===== src/rtl/b64_pkg.sv =====
// shared types, constants and the alphabet function of the base64 stream encoder
`timescale 1ns / 1ps

package b64_pkg;

	// characters one input byte can produce at most
	localparam int JOB_CHARS  = 4;
	localparam int CHAR_IDX_W = $clog2(JOB_CHARS);

	// depth of the queue between front and back
	localparam int JOB_DEPTH  = 2;
	localparam int JOB_PTR_W  = (JOB_DEPTH > 1) ? $clog2(JOB_DEPTH) : 1;
	localparam int JOB_CNT_W  = $clog2(JOB_DEPTH + 1);

	// ascii codes
	localparam logic [6:0] CHAR_PAD   = 7'h3D;
	localparam logic [6:0] CHAR_UPPER = 7'h41;
	localparam logic [6:0] CHAR_LOWER = 7'h61;
	localparam logic [6:0] CHAR_DIGIT = 7'h30;
	localparam logic [6:0] CHAR_PLUS  = 7'h2B;
	localparam logic [6:0] CHAR_SLASH = 7'h2F;

	typedef logic [CHAR_IDX_W-1:0] char_idx_t;

	// byte position in the current 3-byte group
	typedef enum logic [1:0] {
		POS_0 = 2'd0,
		POS_1 = 2'd1,
		POS_2 = 2'd2
	} pos_t;

	// input transaction
	typedef struct packed {
		logic [7:0] data_byte;
		logic       final_byte;
	} in_item_t;

	// result transaction
	typedef struct packed {
		logic [6:0] ascii_char;
		logic       end_of_text;
	} out_item_t;

	// characters of one byte, handed from front to back
	typedef struct packed {
		logic [JOB_CHARS-1:0][6:0] chars;
		char_idx_t                 last_idx;
		logic                      eot;
	} job_t;

	// maps a sextet to its standard-alphabet character
	function automatic logic [6:0] b64_char(input logic [5:0] sextet);
		logic [6:0] s;
		logic [6:0] c;
		s = {1'b0, sextet};
		if (sextet < 6'd26) begin
			c = CHAR_UPPER + s;
		end else if (sextet < 6'd52) begin
			c = CHAR_LOWER + (s - 7'd26);
		end else if (sextet < 6'd62) begin
			c = CHAR_DIGIT + (s - 7'd52);
		end else if (sextet == 6'd62) begin
			c = CHAR_PLUS;
		end else begin
			c = CHAR_SLASH;
		end
		return c;
	endfunction

endpackage


===== src/rtl/b64_front.sv =====
// front: splits each byte into sextets, tracks residue bits and builds the character job
`timescale 1ns / 1ps

module b64_front (
	input  logic             clk,
	input  logic             arst_n,
	input  b64_pkg::in_item_t item,
	input  logic             take,
	output b64_pkg::job_t    job
);

	logic [3:0]   residue_q;
	b64_pkg::pos_t pos_q;

	logic [3:0]    residue_nxt;
	b64_pkg::pos_t pos_nxt;
	logic [5:0]    sextet0;
	logic [5:0]    sextet1;
	logic [5:0]    flush;
	logic [7:0]    b;

	// sextet split and next group position
	always_comb begin
		b           = item.data_byte;
		sextet0     = b[7:2];
		sextet1     = b[5:0];
		residue_nxt = {2'b00, b[1:0]};
		pos_nxt     = b64_pkg::POS_1;
		unique case (pos_q)
			b64_pkg::POS_1: begin
				sextet0     = {residue_q[1:0], b[7:4]};
				residue_nxt = b[3:0];
				pos_nxt     = b64_pkg::POS_2;
			end
			b64_pkg::POS_2: begin
				sextet0     = {residue_q[3:0], b[7:6]};
				residue_nxt = 4'd0;
				pos_nxt     = b64_pkg::POS_0;
			end
			default: begin
				sextet0     = b[7:2];
				residue_nxt = {2'b00, b[1:0]};
				pos_nxt     = b64_pkg::POS_1;
			end
		endcase
		flush = (pos_nxt == b64_pkg::POS_1) ? {residue_nxt[1:0], 4'b0000}
		                                    : {residue_nxt[3:0], 2'b00};
	end

	// character job: data characters, then flush and padding on a final byte
	always_comb begin
		job.chars[0] = b64_pkg::b64_char(sextet0);
		job.chars[1] = (pos_q == b64_pkg::POS_2) ? b64_pkg::b64_char(sextet1)
		                                         : b64_pkg::b64_char(flush);
		job.chars[2] = b64_pkg::CHAR_PAD;
		job.chars[3] = b64_pkg::CHAR_PAD;
		job.eot      = item.final_byte;
		if (pos_q == b64_pkg::POS_2) begin
			job.last_idx = b64_pkg::char_idx_t'(1);
		end else if (!item.final_byte) begin
			job.last_idx = b64_pkg::char_idx_t'(0);
		end else if (pos_nxt == b64_pkg::POS_1) begin
			job.last_idx = b64_pkg::char_idx_t'(3);
		end else begin
			job.last_idx = b64_pkg::char_idx_t'(2);
		end
	end

	// group state, back to start after a final byte
	always_ff @(posedge clk or negedge arst_n) begin
		if (!arst_n) begin
			residue_q <= 4'd0;
			pos_q     <= b64_pkg::POS_0;
		end else if (take) begin
			if (item.final_byte) begin
				residue_q <= 4'd0;
				pos_q     <= b64_pkg::POS_0;
			end else begin
				residue_q <= residue_nxt;
				pos_q     <= pos_nxt;
			end
		end
	end

endmodule


===== src/rtl/b64_job_fifo.sv =====
// short queue of character jobs between front and back
`timescale 1ns / 1ps

module b64_job_fifo (
	input  logic          clk,
	input  logic          arst_n,
	input  logic          wr_en,
	input  b64_pkg::job_t wr_job,
	output logic          full,
	input  logic          rd_en,
	output b64_pkg::job_t rd_job,
	output logic          nonempty
);

	b64_pkg::job_t                   mem_q [b64_pkg::JOB_DEPTH];
	logic [b64_pkg::JOB_PTR_W-1:0]   wr_ptr_q;
	logic [b64_pkg::JOB_PTR_W-1:0]   rd_ptr_q;
	logic [b64_pkg::JOB_CNT_W-1:0]   count_q;

	assign full     = (count_q == b64_pkg::JOB_CNT_W'(b64_pkg::JOB_DEPTH));
	assign nonempty = (count_q != '0);
	assign rd_job   = mem_q[rd_ptr_q];

	function automatic logic [b64_pkg::JOB_PTR_W-1:0] ptr_inc(
		input logic [b64_pkg::JOB_PTR_W-1:0] p
	);
		logic [b64_pkg::JOB_PTR_W-1:0] r;
		if (p == b64_pkg::JOB_PTR_W'(b64_pkg::JOB_DEPTH - 1)) begin
			r = '0;
		end else begin
			r = p + 1'b1;
		end
		return r;
	endfunction

	// entry storage
	always_ff @(posedge clk) begin
		if (wr_en) begin
			mem_q[wr_ptr_q] <= wr_job;
		end
	end

	// pointers and fill count
	always_ff @(posedge clk or negedge arst_n) begin
		if (!arst_n) begin
			wr_ptr_q <= '0;
			rd_ptr_q <= '0;
			count_q  <= '0;
		end else begin
			if (wr_en) begin
				wr_ptr_q <= ptr_inc(wr_ptr_q);
			end
			if (rd_en) begin
				rd_ptr_q <= ptr_inc(rd_ptr_q);
			end
			if (wr_en && !rd_en) begin
				count_q <= count_q + 1'b1;
			end else if (rd_en && !wr_en) begin
				count_q <= count_q - 1'b1;
			end
		end
	end

endmodule


===== src/rtl/b64_back.sv =====
// back: walks through each job into the result register, one character a cycle unless it is held
`timescale 1ns / 1ps

module b64_back (
	input  logic               clk,
	input  logic               arst_n,
	input  b64_pkg::job_t      head_job,
	input  logic               head_valid,
	output logic               head_take,
	output b64_pkg::out_item_t result,
	output logic               empty,
	input  logic               pop
);

	b64_pkg::job_t      job_q;
	b64_pkg::char_idx_t idx_q;
	logic               busy_q;
	b64_pkg::out_item_t out_q;
	logic               out_valid_q;

	logic advance;
	logic at_last;

	assign at_last   = (idx_q == job_q.last_idx);
	assign advance   = busy_q && (!out_valid_q || pop);
	assign head_take = head_valid && (!busy_q || (advance && at_last));
	assign result    = out_q;
	assign empty     = !out_valid_q;

	// result register payload
	always_ff @(posedge clk) begin
		if (advance) begin
			out_q.ascii_char  <= job_q.chars[idx_q];
			out_q.end_of_text <= job_q.eot && at_last;
		end
	end

	// job register payload
	always_ff @(posedge clk) begin
		if (head_take) begin
			job_q <= head_job;
		end
	end

	// character index, busy and result valid
	always_ff @(posedge clk or negedge arst_n) begin
		if (!arst_n) begin
			idx_q       <= '0;
			busy_q      <= 1'b0;
			out_valid_q <= 1'b0;
		end else begin
			if (advance) begin
				out_valid_q <= 1'b1;
			end else if (pop) begin
				out_valid_q <= 1'b0;
			end
			if (head_take) begin
				idx_q  <= '0;
				busy_q <= 1'b1;
			end else if (advance) begin
				idx_q <= idx_q + 1'b1;
				if (at_last) begin
					busy_q <= 1'b0;
				end
			end
		end
	end

endmodule


===== src/rtl/base64_stream_encoder_unit.sv =====
// top level of the base64 stream encoder: front, job queue and back
`timescale 1ns / 1ps

// Streaming base64 encoder, standard alphabet with '=' padding.
// Input channel: one raw byte per transaction on item, with final_byte set on
// the last byte of a message; taken at a clock edge with push high and full low.
// Result channel: one ASCII character per transaction on result; the oldest
// character stands there while empty is low and leaves at an edge with pop high.
// end_of_text marks the last character of each encoded message.
// The front turns a byte into a job of one to four characters in the same
// cycle it is taken; a two-entry job queue separates it from the back, which
// sends one character per cycle into the result register unless it is held.
// The first character of a byte passes the job queue and the back's job
// register before it reaches the result register. A byte yields 4/3
// characters on average and a final byte up to four; bytes are taken every
// cycle while the job queue has room.
// Reset clears the group position, residue bits, queue and result valid flag.
// When the receiver stalls, the result holds, the queue fills and full rises.

module base64_stream_encoder_unit (
	input  logic               clk,
	input  logic               arst_n,
	input  logic               push,
	output logic               full,
	input  b64_pkg::in_item_t  item,
	input  logic               pop,
	output logic               empty,
	output b64_pkg::out_item_t result
);

	b64_pkg::job_t front_job;
	b64_pkg::job_t head_job;
	logic          head_valid;
	logic          head_take;
	logic          take;

	assign take = push && !full;

	b64_front u_front (
		.clk    (clk),
		.arst_n (arst_n),
		.item   (item),
		.take   (take),
		.job    (front_job)
	);

	b64_job_fifo u_fifo (
		.clk      (clk),
		.arst_n   (arst_n),
		.wr_en    (take),
		.wr_job   (front_job),
		.full     (full),
		.rd_en    (head_take),
		.rd_job   (head_job),
		.nonempty (head_valid)
	);

	b64_back u_back (
		.clk        (clk),
		.arst_n     (arst_n),
		.head_job   (head_job),
		.head_valid (head_valid),
		.head_take  (head_take),
		.result     (result),
		.empty      (empty),
		.pop        (pop)
	);

endmodule


===== config.mk =====
export PLATFORM = sky130hd
export DESIGN_NAME = base64_stream_encoder_unit
export DESIGN_NICKNAME = d
export VERILOG_FILES = /design/src/rtl/b64_pkg.sv /design/src/rtl/b64_front.sv /design/src/rtl/b64_job_fifo.sv /design/src/rtl/b64_back.sv /design/src/rtl/base64_stream_encoder_unit.sv
export SDC_FILE = /design/constraint.sdc
export NUM_CORES = 1
export LEC_CHECK = 0
export ABC_AREA = 1
export CORE_MARGIN = 2
export CORE_UTILIZATION = 66
export DETAILED_ROUTE_END_ITERATION = 8
export DONT_BUFFER_PORTS = 1
export GPL_ROUTABILITY_DRIVEN = 0
export GPL_TIMING_DRIVEN = 0
export PLACE_DENSITY = 0.86
export SYNTH_ARGS = -nofsm -noshare
export SYNTH_HDL_FRONTEND = slang
export SYNTH_SLANG_ARGS = --single-unit

===== constraint.sdc =====
create_clock -name clk -period 6 [get_ports clk]
set_clock_uncertainty 0.2 [all_clocks]
set_input_delay 0.3 -clock clk [delete_from_list [all_inputs] [get_ports clk]]
set_output_delay 0.3 -clock clk [all_outputs]
set_load 0.03 [all_outputs]

# Yosys cells after proc, flatten, opt, wreduce, memory -nomap -nowiden
# Memory sizes are Yosys's and may differ from the RTL's. A register that Yosys moved wholly into a read port is not among the register bits.
# Cells that the tools add are included.
# totals
register_bits	36
latch_bits	0
mem_bits_rw	34
mem_bits_ro	0
inputBits	13
output_inout_bits	10
elab_cells	108
mem_count	1
# memory_table
memory	depth	width	read_ports	rd_ports_with_merged_regs	write_ports	line	text
u_fifo.mem_q	2	17	1	1	1	b64_job_fifo.sv:15	b64_pkg::job_t mem_q [b64_pkg::JOB_DEPTH];
# op_classes
addsub	20
n_mul	0
div	0
magnitude_cmp	10
n_eq_ne	8
n_shift	0
n_mux	37
n_bitwise	0
reduce_logical	20
# ops
operator	n
two-way mux 7 bit	11
less-than comparator 6 bit (second input constant)	6
adder 6 x 7 -> 7 bit (first input constant)	3
adder 7 x 6 -> 7 bit (first input constant)	3
adder 7 bit (first input constant)	3
subtractor 6 x 5 -> 7 bit (second input constant)	3
subtractor 6 x 6 -> 7 bit (second input constant)	3
equality test 6 bit (second input constant)	3
less-than comparator 6 x 5 -> 1 bit (second input constant)	3
binary-select mux 7 bit (select 2 bit)	1
two-way mux 2 bit	7
case mux 6 bit (2 select lines)	1
two-way mux 1 bit	10
nonzero test 2 bit	5
two-way mux 3 bit	3
case mux 4 bit (2 select lines)	1
logical AND 1 bit	7
two-way mux 6 bit	1
zero test 1 bit	5
adder 2 x 1 -> 2 bit (second input constant)	2
equality test 2 x 1 -> 1 bit (second input constant)	2
equality test 2 bit (second input constant)	2
two-way mux 4 bit	1
case mux 2 bit (2 select lines)	1
6 further kinds	8

# Depth between registers and ports, before layout
# Gate-level depths: netlist of run 1.
# depth
word_depth	10
depth_mapped	16
depth_no_buf	15

# Hierarchy
# Synthesis of run 1 repeated with hierarchy kept, for this count alone.
# unflattened
cells_unflattened	505
area_unflattened_um2	5836.8
# by_module_without_submodules
module	instances	cells_each	area_each_um2	seq_area_each_um2
b64_job_fifo	1	122	2597.5	1961.9
b64_back	1	109	1621.6	1271.2
b64_front	1	272	1607.8	150.1
base64_stream_encoder_unit	1	2	10.0	0.0

# Worst setup path before layout of run 1
# Ideal clock, no wire load.
# synth_timing
kind	reg-to-reg
start	reg u_front.pos_q[0]
end	mem u_fifo.mem_q[0][5] (netlist bit) (data pin)
setup_time_ns	0.260
arrival_time_ns	1.735
t_required_ns	5.540
setup_slack_ns	3.806
path_stages_with_launch	13
n_path_buf	1
period_less_slack_ns	2.194
cell_sequence	dfrtp_1 inv_1 ha_1 inv_2 buf_6 nand3_2 nand2_2 inv_1 ha_1 inv_1 nor2_1 o21ai_0 nand2_1
# synth_lines
item	line	text
from (decl)	b64_front.sv:13	b64_pkg::pos_t pos_q;
from (signal assigned)	b64_front.sv:73	pos_q <= b64_pkg::POS_0;
from (signal assigned)	b64_front.sv:77	pos_q <= b64_pkg::POS_0;
from (signal assigned)	b64_front.sv:80	pos_q <= pos_nxt;
to (decl)	b64_job_fifo.sv:15	

==> flow_summary.yaml, run 1 <==
floorplan:
  fp-row-count: 28
  core_region_area_sq_um: 5820
  die_y_um: 80.9
  start_util_pct: 67.2
  ios: 23
  dieArea_sq_um: 6550
  die_w_um: 80.9
worst_setup_path:
  crit_type: "reg -> reg"
  crit_top_cell: "nand2_1"
  crit_chain: "inv_1 > ha_1 > inv_2 > buf_6 > nand3_1 > inv_1 > ha_1 > nand2_1 > nand2_1 > inv_1 > nand2_1 > nand2_1 > nor2_1 > nor2_1"
  worstPathArrival_ns: 2.46
  cp-end-kind: "flip-flop"
  path_max_fanout: 10
  cp.required_ns: 5.88
  slowest_delay_ns: 0.38
  worst_setup_path_start_kind: "flip-flop"
  crit_slowest_cell: "ha_1"
logic_synthesis:
  synth_top_area_cell: "edfxtp_1"
  synth_ff_type: "edfxtp_1"
  synth_nets: 471
  synth.top_cell.area_share_pct: 45.3
  muxShareOfSynthArea_pct: 0
  synth_top_family_by_area: "simple AND/OR/NAND/NOR gates"
  yosysSeqAreaShare_pct: 54.3
  ys_ff_latch: 73
  synth_xor_area_share_pct: 1.79
  synth.most_common_cell: "nand2_1"
  synth_adder_area_share_pct: 4.48
  async_flop_share_pct: 19.2
  synthCells: 444
  avgSynthCellArea_sq_um: 8.80
  synth_compound_area_share_pct: 6.47
  synth_cell_type_count: 33
  synth.area.top_cells: "edfxtp_1 (45%), nand2_1 (16%), dfrtp_1 (9.0%)"
  synth_simple_gate_area_share_pct: 26.7
  synth_top_cells_by_count: "nand2_1 (163), edfxtp_1 (59), inv_1 (44)"
  synth_edf_count: 59
  synth.cell_area_sq_um: 3910
  yosysWarningCount: 0
placed_design:
  io_buffers: 0
  dp_hpwl_um: 5550
detailed_routing:
  routed_via_density: 5.60
  detail_route.iter0.violations: 189
  drc: 0
  routed_wl_um: 7650
  ant_nets: 0
  routed-via-count: 3023
  drt_first_pass_iters: 5
  wire_per_inst_um: 14.2
clock_network:
  post_cts_resize_count: 0
  cts_sinks: 73
  numCtsBuffers: 9
  cts_root_buf: "clkbuf_8"
  clkLatencyLatePin_ns: 0.34
  htreeDepth: 3
  cts_tree: "yes"
  cts_max_path_buffers: 2
  clk_pin_slew_ns: 0.07
timing:
  grt_setup_unrepaired: "false"
  whs_ns: 0.0720
  relSlewSlack_pct: 40.8
  fmax_mhz: 387
  post-route-min-period_ns: 2.59
  finalHoldViolations: 0
  finalMaxSlewViolations: 0
  worst_slew_pin_slew_ns: 0.886
  tns_ns: 0
  setup_viol: 0
  post-route-period-util_pct: 43.1
pwr:
  cellLeakagePower_nw: 1.91
  p_per_area_nw_per_um2: 622
  vdd_drop_max_uv: 298
global_routing:
  grt_pass1_wl_um: 12300
  grt_pass1_vias: 2774
  grt_use_total_pct: 24.9
  overflow: 0
  grt_start_max_net_pins: 20
  antenna_found_initial: 0
cells_and_area:
  syn2layout_area_growth_pct: 8.45
  fill_cells: 423
  diodes: 0
  post-route-util_pct: 72.9
  nets: 487
  layout-drive-gt1-share_pct: 9.25
min_path:
  hp-class: "in -> reg"
job:
  maxCapViolCount: 0
status:
  status: "completed"
==> per-stage QoR <==
stage	total power, mW	setup slack (ns)	instances	area [sq um]
after detailed placement	2.26	3.46	519	4000
after floorplan	1.99	3.81	444	3910
final	2.64	3.41	540	4240
after global routing	2.84	3.22	540	4240
after global placement	2.19	3.54	519	4000
after CTS	2.63	3.44	540	4230
==> placed cells by master (no fill, tap or decap), drive strengths merged, types with 10 or more instances in the layout <==
master	Yosys	final
buf	10	10
clkbuf	1	13
dfrtp	14	14
edfxtp	59	59
ha	14	14
inv	46	46
nand2	172	172
nand3	28	28
nor2	34	34
o21ai	31	31
==> worst max-delay path, delay by kind of cell (launching register included) <==
kind	cells	cell delay, ns
DFF	1	0.37
buffers and inverters	5	0.55
and+or+nand+nor	7	0.66
adders and majority gates	2	0.55
==> final timing paths <==
| path | from | to | slack, ns | depth (start not counted) |
|---|---|---|---|---|
| max | u_front.pos_q[0]$_DFFE_PN0P_ | u_fifo.mem_q[1][13]$_DFFE_PP_ | 3.41 | 14 |
| min | item[0] | u_fifo.mem_q[0][2]$_DFFE_PP_ | 0.07 | 2 |
| max reg2reg | u_front.pos_q[0]$_DFFE_PN0P_ | u_fifo.mem_q[1][13]$_DFFE_PP_ | 3.41 | 14 |
| min reg2reg | u_fifo.mem_q[1][10]$_DFFE_PP_ | u_back.job_q[10]$_DFFE_PP_ | 0.31 | 2 |
| max in group asynchronous | arst_n | u_front.residue_q[3]$_DFFE_PN0P_ | 4.96 | 1 |
| min in group asynchronous | arst_n | u_back.idx_q[0]$_DFFE_PN0P_ | 0.22 | 1 |
==> cell type report <==
cell class	count	area (sq um)	area share, %
multi-input cells	312	1550	36.5
plain buffers	11	65.1	1.54
inverters	48	180	4.25
flip-flops and latches	73	2120	50.1
clock buffers	12	135	3.19
well taps	75	93.8	2.21
repair buffers	5	50.0	1.18
clock inverters	4	46.3	1.09
==> cells by family (layout without fill, tap and decap cells) <==
group,after synthesis,in the layout
and+or+nand+nor,243,243
DFF,73,73
buffers and inverters,59,80
AOI/OAI and AO/OA,47,47
adders and majority gates,14,14
xor gates and xnor gates,8,8
==> where the power goes <==
part           total, mW  switching [mW]  internal [mW]  leakage (nW)
clock network      0.357           0.166          0.191        0.0880
registers           1.06           0.138          0.920         0.722
logic               1.22           0.844          0.377          1.10
total               2.64            1.15           1.49          1.91
==> flip-flops by register name (all words and copies together), names as in the netlist, 2 cells and up <==
name	count
u_fifo.mem_q	34
u_back.job_q	17
u_back.result	8
u_front.residue_q	4
u_back.idx_q	2
u_fifo.count_q	2
u_front.pos_q	2
==> timing repair <==
action,CTS,global route
setup buffers,0,0
endpoints found under the hold margin,19,0
hold buffers,5,0
==> layer usage <==
| metal | part of all wire [%] | vias to the layer above | track usage, % |
|---|---|---|---|
| li1 | - | 1477 | - |
| met4 | 2.1 | 0 | 11.0 |
| met3 | 5.3 | 17 | 4.22 |
| met1 | 38 | 1426 | 28.5 |
| met5 | 0 | - | 0 |
| met2 | 54 | 103 | 45.5 |
(Power assumes the default switching activity.)
==> inputs of run 2 (changes only) <==
Settings changed: CORE_UTILIZATION 66 to 57, PLACE_DENSITY 0.86 to 0.79.
Clock period 6 ns to 2.2 ns, I/O delays scaled along.
==> flow_summary.yaml, run 2 (synthesis results as in run 1) <==
global_routing:
  antenna_found_initial: 0
  grt_pass1_vias: 3158
  grt_start_max_net_pins: 20
  grt_pass1_wl_um: 14200
  overflow: 0
  grt_use_total_pct: 24.6
cells_and_area:
  layout-drive-gt1-share_pct: 29.8
  syn2layout_area_growth_pct: 30.1
  diodes: 0
  largest_register_ffs: 34
  layout_common_cells: "nand2_1 (129), edfxtp_1 (59), inv_1 (32)"
  final_common_cell: "nand2_1"
  regMostFlops: "u_fifo.mem_q"
  nets: 529
worst_setup_path:
  crit_chain: "ha_4 > inv_4 > buf_4 > or2_0 > nand2_4 > nor2_4 > nand2_4 > buf_4 > a21oi_2 > nand2_1 > nand2_2 > inv_2"
  worstPathArrival_ns: 2.33
  crit_slowest_cell: "dfrtp_1"
  crit_type: "reg -> reg"
  timing.rr.end: "u_fifo.mem_q[0][6]$_DFFE_PP_"
  cp_top_family: "simple AND/OR/NAND/NOR gates"
  cp-end-kind: "flip-flop"
  rrSetupSlack_ns: -0.23
  rr_worst_depth: 12
  r2r-start: "u_front.pos_q[1]$_DFFE_PN0P_"
  worst_setup_path_start_kind: "flip-flop"
  crit_cells: 12
  cp_num_buf_inv: 4
  crit_end: "u_fifo.mem_q[0][6]$_DFFE_PP_"
  slowest_delay_ns: 0.45
  startpoint: "u_front.pos_q[1]$_DFFE_PN0P_"
  cp.required_ns: 2.10
  path_max_fanout: 4
clock_network:
  cts_sinks: 73
  clkLatencyLatePin_ns: 0.34
  cts_root_buf: "clkbuf_8"
  htreeDepth: 3
  clk_pin_slew_ns: 0.07
  cts_max_path_buffers: 2
  numCtsBuffers: 9
  cts_tree: "yes"
timing:
  worst_slew_pin_slew_ns: 0.866
  post-route-period-util_pct: 110
  finalMaxSlewViolations: 0
  fmax_mhz: 411
  post-route-min-period_ns: 2.43
  fin_ws_ns: -0.231
  finalHoldViolations: 0
  grt_setup_unrepaired: "true"
  setup_viol: 22
  relSlewSlack_pct: 42.2
detailed_routing:
  ant_nets: 0
  drt_first_pass_iters: 5
  routed_wl_um: 10300
  routed_via_density: 5.88
  routed-via-count: 3449
  detail_route.iter0.violations: 357
  drc: 0
  wire_per_inst_um: 17.5
floorplan:
  dieArea_sq_um: 7530
  ios: 23
  start_util_pct: 58.2
  die_w_um: 86.8
  fp-row-count: 30
  core_region_area_sq_um: 6720
  die_y_um: 86.8
placed_design:
  io_buffers: 0
  dp_slack_ns: -0.351
  dp_hpwl_um: 5260
status:
  status: "finished with violations"
  failed_checks: "negative setup slack"
min_path:
  hp-class: "in -> async"
job:
  maxCapViolCount: 0
-- run 2: stage by stage --
step / utilization (%) / area (sq um) / hold WS, ns / setup TNS, ns / std cells
after floorplan: - / 3910 / -0.386 / 0 / 444
after global placement: 59.6 / 4010 / -0.385 / -13.70 / 524
after detailed placement: 59.8 / 4020 / -0.385 / -11.90 / 525
after CTS: 70.6 / 4740 / 0.0108 / -0.545 / 572
after global routing: 75.7 / 5080 / 0.0683 / -3.45 / 587
final: 75.7 / 5080 / 0.0275 / -2.31 / 587
-- run 2: worst reg2reg max path, stage by stage, from the launching register on --
cell     delay, ns
dfrtp_1       0.45
ha_4          0.31
inv_4         0.08
buf_4         0.17
or2_0         0.21
nand2_4       0.10
nor2_4        0.12
nand2_4       0.07
buf_4         0.13
a21oi_2       0.13
nand2_1       0.09
nand2_2       0.08
inv_2         0.04
-- run 2: area by class of cell --
cell class / count / area [sq um]
Timing Repair Buffer: 48 / 458
Clock buffer: 13 / 159
Fill cell: 386 / 1640
Tap cell: 80 / 100
Buffer: 10 / 70.1
Inverter: 48 / 191
Sequential cell: 73 / 2120
Multi-Input combinational cell: 312 / 1920
Clock inverter: 3 / 65.1
-- run 2: how the worst min path moves through the flow --
stage	from	endpoint	slack (ns)
3_3_place_gp	arst_n	u_fifo.count_q[0]$_DFFE_PN0P_	-0.39
6_report	arst_n	u_back.idx_q[1]$_DFFE_PN0P_	0.03
5_1_grt	arst_n	u_back.idx_q[1]$_DFFE_PN0P_	0.07
4_1_cts	item[4]	u_fifo.mem_q[1][13]$_DFFE_PP_	0.01
3_5_place_dp	arst_n	u_fifo.count_q[0]$_DFFE_PN0P_	-0.39
2_1_floorplan	arst_n	u_back.busy_q$_DFFE_PN0P_	-0.39
-- run 2: routing by layer --
| layer | part of all wire, % | global-route usage, % | wire [um] | vias up |
|---|---|---|---|---|
| met5 | 0 | 0 | 0 | - |
| met3 | 8.9 | 5.81 | 917 | 55 |
| met2 | 51 | 41.9 | 5230 | 248 |
| met4 | 5.2 | 15.6 | 537 | 0 |
| met1 | 35 | 27.5 | 3610 | 1584 |
| li1 | - | - | - | 1562 |
-- run 2: timing repair --
item | in CTS | in global routing
endpoints found under the setup margin | 59 | 35
hold buffers | 9 | 0
endpoints found under the hold margin | 31 | 0
setup buffers | 23 | 14
cloned | 0 | 1
pin swaps | 26 | 28
gates resized for setup | 66 | 58
Power of run 2 is not shown: default switching activity piles up to over one toggle a cycle in this logic, so the estimate is an artifact.
==> inputs of run 3 (changes only) <==
Settings changed: REMOVE_ABC_BUFFERS set to 1.
==> flow_summary.yaml, run 3 (synthesis results as in run 1) <==
global_routing:
  grt_pass1_vias: 2814
  grt_use_total_pct: 21.8
  grt_busiest_layer: "met2"
  antenna_found_initial: 0
  overflow: 0
  grt_start_max_net_pins: 20
  use_met3_pct: 5.14
  grtUsageMet2_pct: 36.0
  grt_pass1_wl_um: 12800
  met1_usage_pct: 27.9
cells_and_area:
  nets: 516
  layout_common_cells: "nand2_1 (139), edfxtp_1 (59), inv_1 (33)"
  syn2layout_area_growth_pct: 25.0
  largest_register_ffs: 34
  layout-drive-gt1-share_pct: 26.3
  regMostFlops: "u_fifo.mem_q"
  diodes: 0
  final_common_cell: "nand2_1"
  fin_area_sq_um: 4880
  stdcell_count: 574
clock_network:
  cts_sinks: 73
  cts_tree: "yes"
  htreeDepth: 3
  numCtsBuffers: 9
  clkLatencyLatePin_ns: 0.34
  cts_root_buf: "clkbuf_8"
  clk_pin_slew_ns: 0.07
  cts_max_path_buffers: 2
worst_setup_path:
  crit_type: "reg -> reg"
  rrSetupSlack_ns: -0.12
  worstPathArrival_ns: 2.21
  cp-end-kind: "flip-flop"
  path_max_fanout: 6
  r2r-start: "u_front.pos_q[0]$_DFFE_PN0P_"
  worst_setup_path_start_kind: "flip-flop"
  timing.rr.end: "u_fifo.mem_q[1][13]$_DFFE_PP_"
  rr_worst_depth: 11
  cp.required_ns: 2.09
detailed_routing:
  drc: 0
  routed_via_density: 5.81
  ant_nets: 0
  routed-via-count: 3336
  drt_first_pass_iters: 5
  routed_wl_um: 9310
  wire_per_inst_um: 16.2
  detail_route.iter0.violations: 245
timing:
  fin_ws_ns: -0.117
  tns_ns: -0.771
  finalHoldViolations: 0
  fmax_mhz: 432
  worst_slew_pin_slew_ns: 0.893
  setup_viol: 20
  post-route-period-util_pct: 105
  post-route-min-period_ns: 2.32
  relSlewSlack_pct: 40.4
  finalMaxSlewViolations: 0
  grt_setup_unrepaired: "true"
floorplan:
  fp-row-count: 30
  core_region_area_sq_um: 6720
  dieArea_sq_um: 7530
  ios: 23
  die_w_um: 86.8
  start_util_pct: 58.2
  die_y_um: 86.8
job:
  maxCapViolCount: 0
placed_design:
  dp_hpwl_um: 5010
  io_buffers: 0
  place_area_sq_um: 3950
  placed_cells: 514
status:
  failed_checks: "negative setup slack"
  status: "finished with violations"
min_path:
  hp-class: "in -> async"
==> run 3: what timing repair did <==
item	in CTS	in global routing
pin swaps	6	30
setup buffers	11	20
endpoints found under the setup margin	65	58
endpoints found under the hold margin	36	0
hold buffers	13	0
gates resized for setup	27	86
==> run 3: critical path, stage by stage, from the launching register on <==
cell      delay, ns
dfrtp_1        0.39
inv_2          0.07
ha_4           0.30
buf_4          0.16
nor2_2         0.13
nand2_1        0.11
nand2_2        0.13
nand3b_1       0.19
nand3_1        0.14
nand2_1        0.07
nor2_2         0.13
nor2_2         0.07
==> run 3: final cells by class <==
| class | instances | area [sq um] |
|---|---|---|
| clock buffers | 11 | 131 |
| well taps | 80 | 100 |
| inverters | 48 | 208 |
| clock inverters | 5 | 22.5 |
| fillers | 422 | 1830 |
| flip-flops and latches | 73 | 2120 |
| multi-input cells | 312 | 1870 |
| repair buffers | 45 | 433 |
==> run 3: stage by stage <==
stage	hold slack, ns	util (%)	worst slack, ns
after floorplan	-0.386	-	-0.0973
after global placement	-0.385	58.7	-0.449
after detailed placement	-0.385	58.8	-0.476
after CTS	0.0103	65.6	-0.0699
after global routing	0.0485	72.7	-0.161
final	0.0418	72.7	-0.117
==> run 3: worst max path at each step <==
stage	slack [ns]	endpoint	start	cells past startpoint
2_1_floorplan	-0.1	u_fifo.mem_q[0][5]$_DFFE_PP_	u_front.pos_q[0]$_DFFE_PN0P_	14
3_3_place_gp	-0.45	u_fifo.mem_q[0][13]$_DFFE_PP_	u_front.pos_q[0]$_DFFE_PN0P_	13
3_5_place_dp	-0.48	u_fifo.mem_q[1][13]$_DFFE_PP_	u_front.pos_q[0]$_DFFE_PN0P_	13
4_1_cts	-0.07	u_fifo.mem_q[1][13]$_DFFE_PP_	u_front.pos_q[1]$_DFFE_PN0P_	10
5_1_grt	-0.16	u_fifo.mem_q[0][13]$_DFFE_PP_	u_front.pos_q[0]$_DFFE_PN0P_	11
6_report	-0.12	u_fifo.mem_q[1][13]$_DFFE_PP_	u_front.pos_q[0]$_DFFE_PN0P_	11
==> run 3: metal layers <==
metal	share of wire, %	wire [um]	vias up
li1	-	-	1542
met1	38	3510	1540
met2	50	4700	200
met3	7.5	701	54
met4	4.3	399	0
met5	0	0	-
Power of run 3 is left out for the same reason.
